`src/design/tea_out_buf.sv`:
```
// Output register with a skid slot between the cipher pipeline and the result channel.
// Depends on nothing beyond plain logic; full flags the skid slot in use.
`default_nettype none

module tea_out_buf (
	input  wire logic        clk,
	input  wire logic        arst_n,
	input  wire logic        arr_valid,
	input  wire logic [63:0] arr_block,
	input  wire logic        out_stall,
	output logic             out_valid,
	output logic [63:0]      block_out,
	output logic             full
);

	logic        out_valid_q;
	logic        skid_valid_q;
	logic [63:0] out_data_q;
	logic [63:0] skid_data_q;
	logic        take;

	assign take = out_valid_q && !out_stall;

	// Track occupancy of the output and skid slots
	always_ff @(posedge clk or negedge arst_n) begin
		if (!arst_n) begin
			out_valid_q  <= 1'b0;
			skid_valid_q <= 1'b0;
		end else if (skid_valid_q) begin
			if (take) begin
				out_valid_q  <= 1'b1;
				skid_valid_q <= 1'b0;
			end
		end else if (arr_valid) begin
			if (!out_valid_q || take) begin
				out_valid_q <= 1'b1;
			end else begin
				skid_valid_q <= 1'b1;
			end
		end else if (take) begin
			out_valid_q <= 1'b0;
		end
	end

	// Move result data: drain skid first, else park or pass the arrival
	always_ff @(posedge clk) begin
		if (skid_valid_q) begin
			if (take) begin
				out_data_q <= skid_data_q;
			end
		end else if (arr_valid) begin
			if (!out_valid_q || take) begin
				out_data_q <= arr_block;
			end else begin
				skid_data_q <= arr_block;
			end
		end
	end

	assign out_valid = out_valid_q;
	assign block_out = out_data_q;
	assign full      = skid_valid_q;

	// Skid slot is only used behind a held result
	a_skid_behind_out: assert property (@(posedge clk) disable iff (!arst_n)
		skid_valid_q |-> out_valid_q)
		else $error("skid slot occupied while output slot empty");

	// Skid slot fills only when the result was held the cycle before
	a_skid_fill_cause: assert property (@(posedge clk) disable iff (!arst_n)
		$rose(skid_valid_q) |-> $past(out_valid_q && out_stall))
		else $error("skid slot filled without a held result");

endmodule

`default_nettype wire

```
`config.mk`:
```
export PLATFORM = sky130hd
export DESIGN_NAME = tea_out_buf
export DESIGN_NICKNAME = d
export VERILOG_FILES = /design/src/design/tea_out_buf.sv
export SDC_FILE = /design/constraint.sdc
export NUM_CORES = 1
export LEC_CHECK = 0
export ABC_AREA = 0
export BUFFER_PORTS_ARGS = -buffer_cell sky130_fd_sc_hd__buf_2
export CAP_MARGIN = 10
export CORE_MARGIN = 2
export CORE_UTILIZATION = 55
export DETAILED_ROUTE_END_ITERATION = 8
export GPL_ROUTABILITY_DRIVEN = 1
export PLACE_DENSITY = 0.9
export SYNTH_ARGS = -nofsm -noshare
export SYNTH_HDL_FRONTEND = slang
export SYNTH_SLANG_ARGS = --single-unit
```
`constraint.sdc`:
```
create_clock -name clk -period 13.2 [get_ports clk]
set_input_delay 2.64 -clock clk [delete_from_list [all_inputs] [get_ports clk]]
set_output_delay 2.64 -clock clk [all_outputs]
set_load 0.02 [all_outputs]
```
==> run metrics <==
outcome finished, final reports clean; CTS resizes 0; Worst EP arrival between 4 and 5 ns; hold_buf cts 0; CP Class in -> reg; I/O pin cnt between 100 and 150; CP cell instances buf_2 > nand2b_1 > nor2_4 > buf_4; Root Buffer clkbuf_8; VDD IR max ~0.00024 V; Synthesized Nets 280; Max Slew Vio Count 0; worst min path class reg -> reg; Gate Count Post-Synth about 210; combinational share of power between 20% and 30%; Post CTS Setup Buffer Count 0; RSZ-0062 raised after global routing false; Total GRT Usage between 10% and 20%; Flop pwr share a little over two fifths; DR vias ~2.5k; Setup Skew slightly below 0.009 ns; clock buffer depth 2; CP required 13.35 ns; Top delay family on crit path simple AND/OR/NAND/NOR gates; CP max FO 33; synth warn 0; clock share of power a little under a third; synthesized flop and latch total 130; worst-skew pair later-pin latency approximately 0.5 ns; Slew @ Worst Pin roughly 0.94 ns; Detail Route Antenna Nets 0; CP Launch Type input port; Final setup viols 0; average routed wire per standard cell between 15 and 20 µm; num rows 34; Die Width about 100 µm; Initial DRT Pass Iterations 4; leakage power about 2.4 nW; fin crit period about 4.0 ns; placed cells approximately 450; first-pass GRT wire length roughly 13000 µm; Synth cell types 13; clk slew on worst S/H paths ~0.060 ns; Crit-path slowest cell nor2_4; Final HPWL DP roughly 5400 µm; htree depth 4; Pint 1.03 mW; initial antenna violation count 0; Seq/Total Area, Yosys 81.3%; gr ovfl total 0; vias in the first global route 2581; WP buf/inv 2; number of diodes 0; MaxCap Viol Count 0; FMAX 0.251 GHz; max incr delay on CP 0.70 ns; synthesized area per cell approximately 23 µm²; routed wire length between 8000 and 9000 µm; vias per cell roughly 5.2; Tcrit/Tclk final 30.1%; DR iter-0 viols 133; PwrDens ~240 mW/mm²; Nets 427; die height 97.3 µm; Sink Count between 100 and 150; element type at the critical path end flop; P_sw ~0.45 mW; non-filler cells, final 480; DRC 0; aggregate negative setup slack 0 ns; Fin. Hold Viols 0; Routability Congestion 0.731; Starting Density a little under three fifths; die area between 0.009 and 0.01 mm²; largest net degree at the start of global routing 69; sw frac 30.3%; CTS tree done; cts bufs inserted 17; # port buffers ~130; Slew headroom a little under two fifths; core area between 0.008 and 0.009 mm²; fraction of layout cells with a size suffix above 1 a little over three fifths; Post-Syn Area 0.00479 mm²; P&R area growth vs syn 28.3%
[final cells by class]
| class | count | area, µm² |
|---|---|---|
| flip-flops and latches | 130 | 3900 |
| fillers | 545 | 2450 |
| inverters | 1 | 3.75 |
| clock inverters | 15 | 161 |
| multi-input cells | 73 | 847 |
| well taps | 108 | 135 |
| clock buffers | 17 | 414 |
| repair buffers | 136 | 688 |
[stage by stage]
step / power, mW / instance area, µm² / setup slack, ns / util [%] / hold slack, ns
final: 1.48 / 6150 / 9.22 / 71.5 / 0.546
after global routing: 1.54 / 6150 / 9.07 / 71.5 / 0.556
after CTS: 1.49 / 6150 / 9.19 / 71.5 / 0.550
after detailed placement: 1.05 / 5570 / 8.66 / 64.8 / 0.531
after global placement: 1.03 / 5570 / 8.72 / 64.8 / 0.517
after floorplan: 0.942 / 4790 / 5.22 / - / 0.523
[cells in the mapped netlist]
cell / n / area (µm²)
a21boi_0: 1 / 7.51
a21oi_1: 2 / 10.0
buf_2: 4 / 20.0
buf_6: 4 / 45.0
dfrtp_1: 2 / 50.1
edfxtp_1: 128 / 3840
inv_1: 1 / 3.75
mux2_2: 47 / 529
mux2_4: 17 / 255
nand2_1: 3 / 11.3
nand2b_1: 1 / 6.26
nor2_1: 1 / 3.75
o21ai_0: 1 / 5.00
[cell usage in the layout (no fill, tap or decap), drive strengths merged]
master | synthesis | final
buf | 8 | 136
nor2 | 1 | 1
clkinvlp | 0 | 3
nand2b | 1 | 1
dfrtp | 2 | 2
inv | 1 | 3
edfxtp | 128 | 128
a21boi | 1 | 1
nand2 | 3 | 3
a21oi | 2 | 2
clkinv | 0 | 8
o21ai | 1 | 1
mux2 | 64 | 64
clkbuf | 0 | 17
bufinv | 0 | 2
[worst paths after layout]
path | from | slack [ns] | depth (start not counted) | end
setup / recovery | arr_valid | 9.22 | 4 | skid_data_q[63]$_DFFE_PP_
hold / removal | skid_data_q[53]$_DFFE_PP_ | 0.55 | 1 | block_out[53]$_DFFE_PP_
setup reg to reg | full$_DFF_PN0_ | 10.33 | 4 | skid_data_q[63]$_DFFE_PP_
hold reg to reg | skid_data_q[53]$_DFFE_PP_ | 0.55 | 1 | block_out[53]$_DFFE_PP_
max in group asynchronous | arst_n | 11.16 | 1 | full$_DFF_PN0_
min in group asynchronous | arst_n | 1.92 | 1 | out_valid$_DFFE_PN0P_
[metal layers]
layer	vias to the layer above	GRT usage, %	routed length (µm)
met1	1229	24.1	3510
li1	1145	-	-
met5	-	0	0
met2	106	27.6	4010
met3	15	6.55	596
met4	0	8.65	133
[state kept, by name (all words and copies together), names as in the netlist]
signal,count
out_valid,1
block_out,64
full,1
skid_data_q,64
[power by group through the flow]
stage / sequential, mW / clock [mW] / combinational, mW
after global routing: 0.642 / 0.471 / 0.428
after global placement: 0.638 / 0 / 0.394
after CTS: 0.634 / 0.450 / 0.408
after floorplan: 0.760 / 0 / 0.182
after detailed placement: 0.640 / 0 / 0.407
final: 0.632 / 0.442 / 0.401
[kinds of logic (layout without fill, tap and decap cells)]
family | Yosys count | in the layout | synth area share (%)
AOI/OAI and AO/OA | 4 | 4 | 0.470
buffers and inverters | 9 | 169 | 1.44
DFF | 130 | 130 | 81.3
muxes | 64 | 64 | 16.4
and+or+nand+nor | 5 | 5 | 0.444
No activity file was read; power rests on OpenSTA's default activity.
