===== config.mk =====
export PLATFORM = sky130hd
export DESIGN_NAME = tea_cell
export DESIGN_NICKNAME = d
export VERILOG_FILES = /design/src/design/tea_pkg.sv /design/src/design/tea_cell.sv
export SDC_FILE = /design/constraint.sdc
export NUM_CORES = 1
export LEC_CHECK = 0
export BUFFER_PORTS_ARGS = -buffer_cell sky130_fd_sc_hd__buf_2
export CORE_ASPECT_RATIO = 1.4
export CORE_MARGIN = 5
export CORE_UTILIZATION = 50
export CTS_CLUSTER_DIAMETER = 120
export DETAILED_ROUTE_END_ITERATION = 6
export GPL_TIMING_DRIVEN = 1
export MAX_ROUTING_LAYER = met4
export PLACE_DENSITY = 0.8
export SETUP_SLACK_MARGIN = 0.05
export SYNTH_ARGS = -nofsm -noshare
export SYNTH_HDL_FRONTEND = slang
export SYNTH_SLANG_ARGS = --single-unit

===== constraint.sdc =====
create_clock -name clk -period 0.8 [get_ports clk]
set_clock_uncertainty 0.05 [all_clocks]
set_input_delay 0.12 -clock clk [delete_from_list [all_inputs] [get_ports clk]]
set_output_delay 0.12 -clock clk [all_outputs]
set_load 0.02 [all_outputs]

===== src/design/tea_pkg.sv =====
// Shared constants, types and round-sum helper for the TEA block cipher core.
// Used by tea_cell and tea_block_cipher_core; no dependencies.
`default_nettype none

package tea_pkg;

	localparam int unsigned KEY_BYTES   = 16;
	localparam int unsigned KEY_WORDS   = KEY_BYTES / 4;
	localparam int unsigned KEY_IDX_W   = $clog2(KEY_WORDS);
	localparam int unsigned ROUNDS      = 32;
	localparam int unsigned HALF_ROUNDS = 2 * ROUNDS;
	localparam logic [31:0] DELTA       = 32'h9e37_79b9;

	// Request type codes
	localparam logic REQ_ENCRYPT = 1'b0;
	localparam logic REQ_DECRYPT = 1'b1;

	// Key words, index 0 in the low slot
	typedef logic [KEY_WORDS-1:0][31:0] key_t;

	// Block state carried from cell to cell
	typedef struct packed {
		logic        decrypt;
		logic [31:0] v0;
		logic [31:0] v1;
	} blk_t;

	// Running sum for a given multiple of delta, wrapped to 32 bits
	function automatic logic [31:0] round_sum(input int unsigned mult);
		logic [63:0] prod;
		prod = 64'(DELTA) * 64'(mult);
		return prod[31:0];
	endfunction

endpackage

`default_nettype wire


===== src/design/tea_cell.sv =====
// One Feistel half-round cell of the TEA pipeline with its stage register.
// Depends on tea_pkg for the block and key types.
`default_nettype none

module tea_cell (
	input  wire logic              clk,
	input  wire logic              arst_n,
	input  wire logic              en,
	input  wire logic              phase,
	input  wire logic [31:0]       sum_enc,
	input  wire logic [31:0]       sum_dec,
	input  wire tea_pkg::key_t     key,
	input  wire logic              vld_in,
	input  wire tea_pkg::blk_t     blk_in,
	output logic                   vld_out,
	output tea_pkg::blk_t          blk_out
);

	logic          upd_v0;
	logic [31:0]   src;
	logic [31:0]   dst;
	logic [31:0]   ka;
	logic [31:0]   kb;
	logic [31:0]   sum;
	logic [31:0]   mix;
	logic [31:0]   upd;
	tea_pkg::blk_t nxt;
	logic          valid_s1;
	tea_pkg::blk_t blk_s1;

	// Pick which half is updated: encrypt updates v0 first, decrypt v1 first
	assign upd_v0 = ~(blk_in.decrypt ^ phase);
	assign src    = upd_v0 ? blk_in.v1 : blk_in.v0;
	assign dst    = upd_v0 ? blk_in.v0 : blk_in.v1;
	assign ka     = upd_v0 ? key[0] : key[2];
	assign kb     = upd_v0 ? key[1] : key[3];
	assign sum    = (blk_in.decrypt == tea_pkg::REQ_DECRYPT) ? sum_dec : sum_enc;

	// Round function, then add or subtract into the other half
	assign mix = ((src << 4) + ka) ^ (src + sum) ^ ((src >> 5) + kb);
	assign upd = (blk_in.decrypt == tea_pkg::REQ_DECRYPT) ? (dst - mix) : (dst + mix);

	always_comb begin
		nxt         = blk_in;
		if (upd_v0) begin
			nxt.v0 = upd;
		end else begin
			nxt.v1 = upd;
		end
	end

	// Hold the valid flag under reset
	always_ff @(posedge clk or negedge arst_n) begin
		if (!arst_n) begin
			valid_s1 <= 1'b0;
		end else if (en) begin
			valid_s1 <= vld_in;
		end
	end

	// Advance the payload only with a live request
	always_ff @(posedge clk) begin
		if (en && vld_in) begin
			blk_s1 <= nxt;
		end
	end

	assign vld_out = valid_s1;
	assign blk_out = blk_s1;

endmodule

`default_nettype wire


==> results of run 1 <==
==> kinds of logic after synthesis <==
family | after synthesis
simple gates | 634
compound gates | 444
xor+xnor | 209
fa+ha+maj | 124
buf+inv | 101
flops | 66
mux | 52
==> per-layer routing <==
metal,global-route usage,GRT overflow
met1,0.6725,5
met2,0.9187,88
met3,0.5265,4
met4,0.7472,51
met5,-,-
==> per-stage QoR <==
stage                     area (sq um)  setup slack [ns]  cells    util  hold slack [ns]
after CTS                        19240            -4.875   2752  0.8052         -0.01124
after detailed placement         17870            -5.608   2700  0.7480          -0.1494
after global placement           17870            -5.464   2700  0.7480          -0.1555
after floorplan                  12370            -5.114   1630       -          -0.2256
==> timing repair <==
action | in CTS
endpoints found under the hold margin | 2
gates resized for setup | 165
pin swaps | 100
buffers inserted | 34
setup endpoints to repair | 132
hold buffers | 1
cloned | 1
==> impl_results.md, run 1 <==
- Run status: aborted with a tool error
- Failed at: global routing (5_1_grt)
- Error Message: [ERROR GRT-0232] Routing congestion too high. Check the congestion heatmap in the GUI.
- Clock Tree Root: clkbuf_16
- Max Root-Sink Buffers: 2
- Cell with the most instances after synthesis: nand2_1
- Top-Level Pins: about 330
- Flops & latches, synth: between 60 and 70
- CTS Sinks: 66
- Syn nets: 2012
- CTS Buf Count: 9
- Yosys cell types: 83
- Ys flop type: edfxtp_1
- Worst_ep grt: blk_out[57]$_DFFE_PP_/D
- Synth Area per Inst: ~7.4 sq um
- DIE WIDTH: about 140 um
- Cells after Synth: 1630
- Largest net degree at the start of global routing: 44
- Main combinational cell family by area after synthesis: compound AO/OA/AOI/OAI gates
- Multiplexer share of the synthesized area: 0.04728
- Synth Area in Compound Gates: 0.2344
- Async set-or-reset flop fraction in the synthesized netlist: 0.01515
- Synth cell count leaders: nand2_1, xnor2_1, a21oi_1
- Cell taking the most area after synthesis: edfxtp_1
- Congestion Overflow GR: between 100 and 150
- EDFF count, synth: 65
- Routability cong.: approximately 1.1
- Post-synthesis adder-cell area fraction: 0.1287
- H-tree Lvls: 3
- YS warnings: 0
- IO buf count: between 300 and 400
- Initial Util: 0.5062
- Synth Area in Simple Gates: 0.2282
- Num rows: between 60 and 70
- DP HPWL: 45310 um
- Largest cells by area after synthesis: edfxtp_1, nand2_1, ha_1
- Post-Syn Area: about 12000 sq um
- GRT Util Overall: 0.7256
- Die height: a little under 200 um
- Seq/Total Area, Yosys: 0.1635
- Top cell type's share of synthesized area: 0.1614
- Post-Synth XOR/XNOR Area: 0.1656
- Worst End Pin Type: sequential cell input
==> run 2: changes to the inputs <==
==> config.mk (replaced) <==
export PLATFORM = sky130hd
export DESIGN_NAME = tea_cell
export DESIGN_NICKNAME = d
export VERILOG_FILES = /design/src/design/tea_pkg.sv /design/src/design/tea_cell.sv
export SDC_FILE = /design/constraint.sdc
export NUM_CORES = 1
export LEC_CHECK = 0
export BUFFER_PORTS_ARGS = -buffer_cell sky130_fd_sc_hd__buf_2
export CORE_MARGIN = 5
export CORE_UTILIZATION = 40
export DETAILED_ROUTE_END_ITERATION = 6
export GPL_TIMING_DRIVEN = 1
export PLACE_DENSITY_LB_ADDON = 0.15
export SYNTH_ARGS = -nofsm -noshare
export SYNTH_HDL_FRONTEND = slang
export SYNTH_SLANG_ARGS = --single-unit
==> constraint.sdc (replaced) <==
create_clock -name clk -period 1 [get_ports clk]
set_clock_uncertainty 0.05 [all_clocks]
set_input_delay 0.15 -clock clk [delete_from_list [all_inputs] [get_ports clk]]
set_output_delay 0.15 -clock clk [all_outputs]
set_load 0.02 [all_outputs]
==> run 2 against run 1 <==
Effect of this change:
- the flow now finishes, with violations (setup timing)
- synthesized cell count unchanged
- synthesized area did not move
==> impl_results.md, run 2 <==
- CTS tree: done
- Register area: about 2000 sq um
- Final Slew Violations: 0
- Via Count: around 15000
- Fin cells: 2850
- Initial DRC count: between 1000 and 1500
- Synth cell count leaders: nand2_1, xnor2_1, a21oi_1
- Post-Synth XOR/XNOR Area: 0.1656
- Yosys cell types: 83
- Clock Latency Late Sink: between 0.3 and 0.4 ns
- 1st-pass router iterations: 7
- GRT Util Overall: 0.2773
- Post-Route Setup TNS: -238.49 ns
- YS warnings: 0
- Vias in the first global route: 14360
- Final-layout fill cell count: roughly 2400
- Most used cell, CP: buf_4
- Commonest cells after routing, fill and taps aside: buf_4, nand2_1, buf_2
- Cell with the most instances after synthesis: nand2_1
- Flops & latches, synth: 66
- IO buf count: between 300 and 400
- Via/cell ratio: ~5.3
- Area after DPL: roughly 18000 sq um
- Async set-or-reset flop fraction in the synthesized netlist: 0.01515
- Clock Tree Root: clkbuf_16
- Initial antenna violation count: 1
- Final WS setup: -4.605 ns
- Crit path max-delay family: simple AND/OR/NAND/NOR gates
- Final Util: 0.6913
- Top-Level Pins: 328
- CP arrival: about 5.8 ns
- # DRC: 0
- Synth Area per Inst: ~7.4 sq um
- Placed cells: roughly 2800
- Initial Util: 0.4070
- Max Fclk: 0.1784 GHz
- Final period util: 5.605
- Actual slew at the worst max-slew pin: 0.4708 ns
- Final min period: 5.605 ns
- Critical Path RT: between 1 and 1.5 ns
- Leak: between 10 and 15 nW
- Routability cong.: slightly below 1
- Final wirelength: a little over 50000 um
- Congestion Overflow GR: 0
- Max transition margin: 0.6772
- DP HPWL: approximately 42000 um
- Peak supply drop: between 1.5 and 2 mV
- Largest cells by area after synthesis: edfxtp_1, nand2_1, ha_1
- Cells after Synth: approximately 1600
- Die Area: 33810 sq um
- Crit Path Max Fanout: 8
- Buffers plus inverters on the worst setup path: 9
- Worst Setup Start Kind: input pin
- Pwr dens: around 3300 nW/um^2
- Num rows: 63
- EDFF count, synth: 65
- DIE WIDTH: about 180 um
- Core Area: between 20000 and 30000 sq um
- Syn nets: about 2000
- Final instance area: 20540 sq um
- Layout cell share with drive strength beyond 1: 0.4917
- Worst Setup End Kind: register
- Worst path max stage delay: around 0.38 ns
- Wire length per cell: ~18 um
- Layout area overhead: 69.87%
- Failing checks: setup timing
- Multiplexer share of the synthesized area: 0.04728
- Max Root-Sink Buffers: 2
- Die height: about 180 um
- Worst-path cell with the longest stage delay: or3b_1
- Final hold violation count: 0
- Top cell type's share of synthesized area: 0.1614
- Global-route wire length before repair: about 75000 um
- Run status: finished, violations left
- Synth Area in Compound Gates: 0.2344
- Maxcap violations: 0
- Ys flop type: edfxtp_1
- HP Class: in -> reg
- CTS Sinks: 66
- Commonest non-fill, non-tap cell in the layout: buf_4
- Number of routed nets with antenna violations: 0
- Post-Syn Area: about 12000 sq um
- Endpoints failing setup: 130
- Cell taking the most area after synthesis: edfxtp_1
- Unrepaired setup endpoints after global routing: true
- Largest register FFs: 65
- Clock Pin Slew Worst Setup and Hold Paths: roughly 0.06 ns
- Footprint of the multi-input gates: between 10000 and 15000 sq um
- Largest net degree at the start of global routing: 55
- H-tree Lvls: 3
- Power consumption: roughly 0.067 W
- CTS Buf Count: 9
- Main combinational cell family by area after synthesis: compound AO/OA/AOI/OAI gates
- Synth Area in Simple Gates: 0.2282
- Nets: around 2800
- Seq/Total Area, Yosys: 0.1635
- Post-synthesis adder-cell area fraction: 0.1287
- CP Class: in -> reg
-- run 2: cell counts after synthesis --
Identical to the previous run, type by type.
-- run 2: layout make-up --
| class | count | share of cell area |
|---|---|---|
| Multi-Input combinational cell | 1463 | 0.5620 |
| Timing Repair Buffer | 877 | 0.2984 |
| Sequential cell | 66 | 0.09622 |
| Tap cell | 390 | 0.02375 |
| Clock buffer | 10 | 0.01114 |
| Inverter | 37 | 0.006760 |
| Clock inverter | 6 | 0.001644 |
| Antenna cell | 1 | 0.0001218 |
-- run 2: timing repair --
action	4_1_cts	5_1_grt
hold buffers	1	0
pin swaps	95	116
hold endpoints to repair	1	0
resized for setup	202	172
setup buffers	26	23
setup endpoints to repair	130	130
cloned	1	3
-- run 2: metrics by stage --
stage	worst slack (ns)	hold slack, ns
5_1_grt	-4.819	0.04221
6_report	-4.605	0.02709
4_1_cts	-4.636	0.02304
3_3_place_gp	-5.204	-0.1243
3_5_place_dp	-5.419	-0.1192
2_1_floorplan	-4.944	-0.1956
-- run 2: final timing paths --
check / from / to / slack (ns) / cells past startpoint
worst min-delay path: vld_in / vld_out$_DFFE_PN0P_ / 0.03 / 2
min in group asynchronous: arst_n / vld_out$_DFFE_PN0P_ / 0.10 / 2
worst min register to register: vld_out$_DFFE_PN0P_ / vld_out$_DFFE_PN0P_ / 0.48 / 1
worst max register to register: vld_out$_DFFE_PN0P_ / vld_out$_DFFE_PN0P_ / 0.19 / 1
worst max-delay path: blk_in[64] / blk_out[31]$_DFFE_PP_ / -4.61 / 32
max in group asynchronous: arst_n / vld_out$_DFFE_PN0P_ / 0.71 / 2
-- run 2: per-layer routing --
layer  track usage  share of wire
met4       0.05146          0.015
met5             0              0
met1        0.4080           0.45
met2        0.4445           0.46
met3       0.02829          0.075
-- run 2: cell families (layout without fill, tap and decap cells) --
group	after synthesis	after routing
buffers and inverters	101	930
muxes	52	52
AOI/OAI and AO/OA	444	444
other	0	1
and+or+nand+nor	634	634
xor gates and xnor gates	209	209
adders and majority gates	124	124
DFF	66	66
-- run 2: power by group --
group,internal (W),total [W],switching (W)
Sequential,0.00490,0.00512,0.000225
Clock,0.00165,0.00280,0.00114
Combinational,0.0302,0.0594,0.0292
Total,0.0368,0.0673,0.0306
Note: power is estimated with default switching activity, not from simulation.
==> run 3: changes to the inputs <==
--- a/config.mk
+++ b/config.mk
@@ -6,11 +6,12 @@
 export NUM_CORES = 1
 export LEC_CHECK = 0
 export BUFFER_PORTS_ARGS = -buffer_cell sky130_fd_sc_hd__buf_2
-export CORE_MARGIN = 5
+export CORE_MARGIN = 2
 export CORE_UTILIZATION = 40
 export DETAILED_ROUTE_END_ITERATION = 6
 export GPL_TIMING_DRIVEN = 1
 export PLACE_DENSITY_LB_ADDON = 0.15
+export SLEW_MARGIN = 20
 export SYNTH_ARGS = -nofsm -noshare
 export SYNTH_HDL_FRONTEND = slang
 export SYNTH_SLANG_ARGS = --single-unit
==> run 3 against run 2 <==
Effect of this change:
- the run still ends with setup timing left
- hold slack improved by 0.0057 ns
- setup slack got worse by 0.22 ns
- global-route usage increased by 2.4 points
- die area decreased by 6.4%
- flip-flop and latch count unchanged
- largest power group unchanged
- largest cell class unchanged
- via count increased by 1.8%
- register-to-register slack got worse by 0.03 ns
==> impl_results.md, run 3 (synthesis gave the netlist of run 2 again) <==
- Core Area: between 20000 and 30000 sq um
- Final instance area: 20780 sq um
- Global-route wire length before repair: around 74000 um
- Most used cell, CP: buf_6
- Via/cell ratio: around 5.4
- # DRC: 0
- Die height: approximately 180 um
- Initial antenna violation count: 0
- CP arrival: just under 6 ns
- CTS Sinks: 66
- DP HPWL: about 41000 um
- Layout cell share with drive strength beyond 1: 0.4836
- P_sw: 0.03218 W
- 1st-pass router iterations: 5
- Worst Setup Start Kind: input pin
- GRT Util Overall: 0.3016
- Clock power frac: 0.040
- Worst-path cell with the longest stage delay: ha_1
- Critical Path RT: 1.03 ns
- Ant diodes: 0
- Die Area: approximately 32000 sq um
- Area after DPL: about 18000 sq um
- Max Root-Sink Buffers: 2
- Clock Latency Late Sink: 0.33 ns
- Crit path max-delay family: compound AO/OA/AOI/OAI gates
- Final Slew Violations: 0
- Worst Setup End Kind: register
- Final Util: 0.6992
- Layout area overhead: 71.80%
- Largest net degree at the start of global routing: slightly below 50
- Wire length per cell: roughly 18 um
- Actual slew at the worst max-slew pin: between 0.4 and 0.5 ns
- Number of routed nets with antenna violations: 0
- Routability cong.: roughly 0.98
- Worst path max stage delay: about 0.4 ns
- Clock Tree Root: clkbuf_16
- IO buf count: 327
- Clock Pin Slew Worst Setup and Hold Paths: approximately 0.050 ns
- Via Count: around 16000
- Final wirelength: slightly above 50000 um
- CP Class: in -> reg
- Run status: finished, violations left
- Endpoints failing setup: 130
- Initial Util: 0.4070
- Failing checks: setup timing
- Buffers plus inverters on the worst setup path: 8
- Post-Route Setup TNS: -254.26 ns
- Final WS setup: -4.821 ns
- Final-layout fill cell count: around 2400
- Int Pwr: about 0.038 W
- Nets: around 2900
- Congestion Overflow GR: 0
- H-tree Lvls: 3
- HP Class: in -> reg
- Top-Level Pins: 328
- Final hold violation count: 0
- Vias in the first global route: about 14000
- Maxcap violations: 0
- Sequential group share of total power: 0.074
- Crit Path Max Fanout: 7
- Max Fclk: 0.1718 GHz
- Switching power share of the total: 0.4557
- Commonest cells after routing, fill and taps aside: buf_4, nand2_1, buf_2
- Peak supply drop: 2.046 mV
- Num rows: 63
- Initial DRC count: between 1000 and 1500
- Largest register FFs: 65
- Commonest non-fill, non-tap cell in the layout: buf_4
- DIE WIDTH: about 180 um
- Final period util: 5.821
- Pwr dens: between 3000 and 4000 nW/um^2
- CTS Buf Count: 9
- Unrepaired setup endpoints after global routing: true
- Final min period: between 5 and 6 ns
- Max transition margin: 0.7213
- CTS tree: done
- Logic pwr share: 0.886
- Leak: about 10 nW
## run 3: changes by cell type in the layout (fill, tap and decap cells not counted), moves of 5 or more
cell | before | now
buf_6 | 25 | 64
buf_4 | 511 | 540
a211oi_2 | 7 | 2
o21ai_0 | 41 | 34
xnor2_1 | 94 | 114
buf_2 | 322 | 287
nand2_4 | 16 | 11
a21oi_2 | 38 | 21
xnor2_2 | 38 | 17
a21oi_1 | 86 | 102
o21ai_1 | 61 | 50
ha_4 | 27 | 14
ha_1 | 86 | 98
o21ai_2 | 12 | 30
## run 3: power groups by stage
stage               clock [W]  sequential, W  combinational, W
CTS                   0.00279        0.00512            0.0536
global route          0.00293        0.00531            0.0667
detailed placement          0        0.00517            0.0471
floorplan                   0        0.00640            0.0263
global placement            0        0.00515            0.0464
finish                0.00280        0.00524            0.0626
## run 3: repair_timing
action | in CTS | in global routing
buffers inserted | 37 | 35
hold buffers | 1 | 0
cloned | 4 | 2
resized for setup | 187 | 232
pin swaps | 86 | 95
endpoints found under the hold margin | 1 | 0
endpoints found under the setup margin | 130 | 130
## run 3: cell type report
type	count	area (sq um)	area share
multi-input combinational	1463	11220	0.5399
sequential	66	1977	0.09515
timing repair buffer	913	6696	0.3223
tap	390	488.0	0.02349
inverter	37	138.9	0.006684
clock buffer	9	225.2	0.01084
clock inverter	6	35.03	0.001686
## run 3: metal layers
metal,up-vias,track usage,part of all wire
li1,7553,-,-
met1,7245,0.4348,0.45
met5,-,0,0
met2,638,0.4750,0.45
met3,78,0.03856,0.077
met4,0,0.07411,0.023
## run 3: per-stage QoR
stage	worst slack, ns	hold WS [ns]	power (W)	std cells
floorplan	-4.944	-0.1956	0.03267	1630
global placement	-5.259	-0.1248	0.05154	2799
detailed placement	-5.420	-0.1165	0.05223	2799
CTS	-4.672	0.03748	0.06152	2851
global route	-4.995	0.04252	0.07490	2884
finish	-4.821	0.03279	0.07062	2884
## run 3: path summary, 6_finish.rpt
check | start | to | slack (ns) | depth (start not counted)
max | phase | blk_out[53]$_DFFE_PP_ | -4.82 | 33
max reg2reg | vld_out$_DFFE_PN0P_ | vld_out$_DFFE_PN0P_ | 0.16 | 1
max in group asynchronous | arst_n | vld_out$_DFFE_PN0P_ | 0.73 | 2
min reg2reg | vld_out$_DFFE_PN0P_ | vld_out$_DFFE_PN0P_ | 0.52 | 1
min in group asynchronous | arst_n | vld_out$_DFFE_PN0P_ | 0.08 | 2
min | vld_in | vld_out$_DFFE_PN0P_ | 0.03 | 2
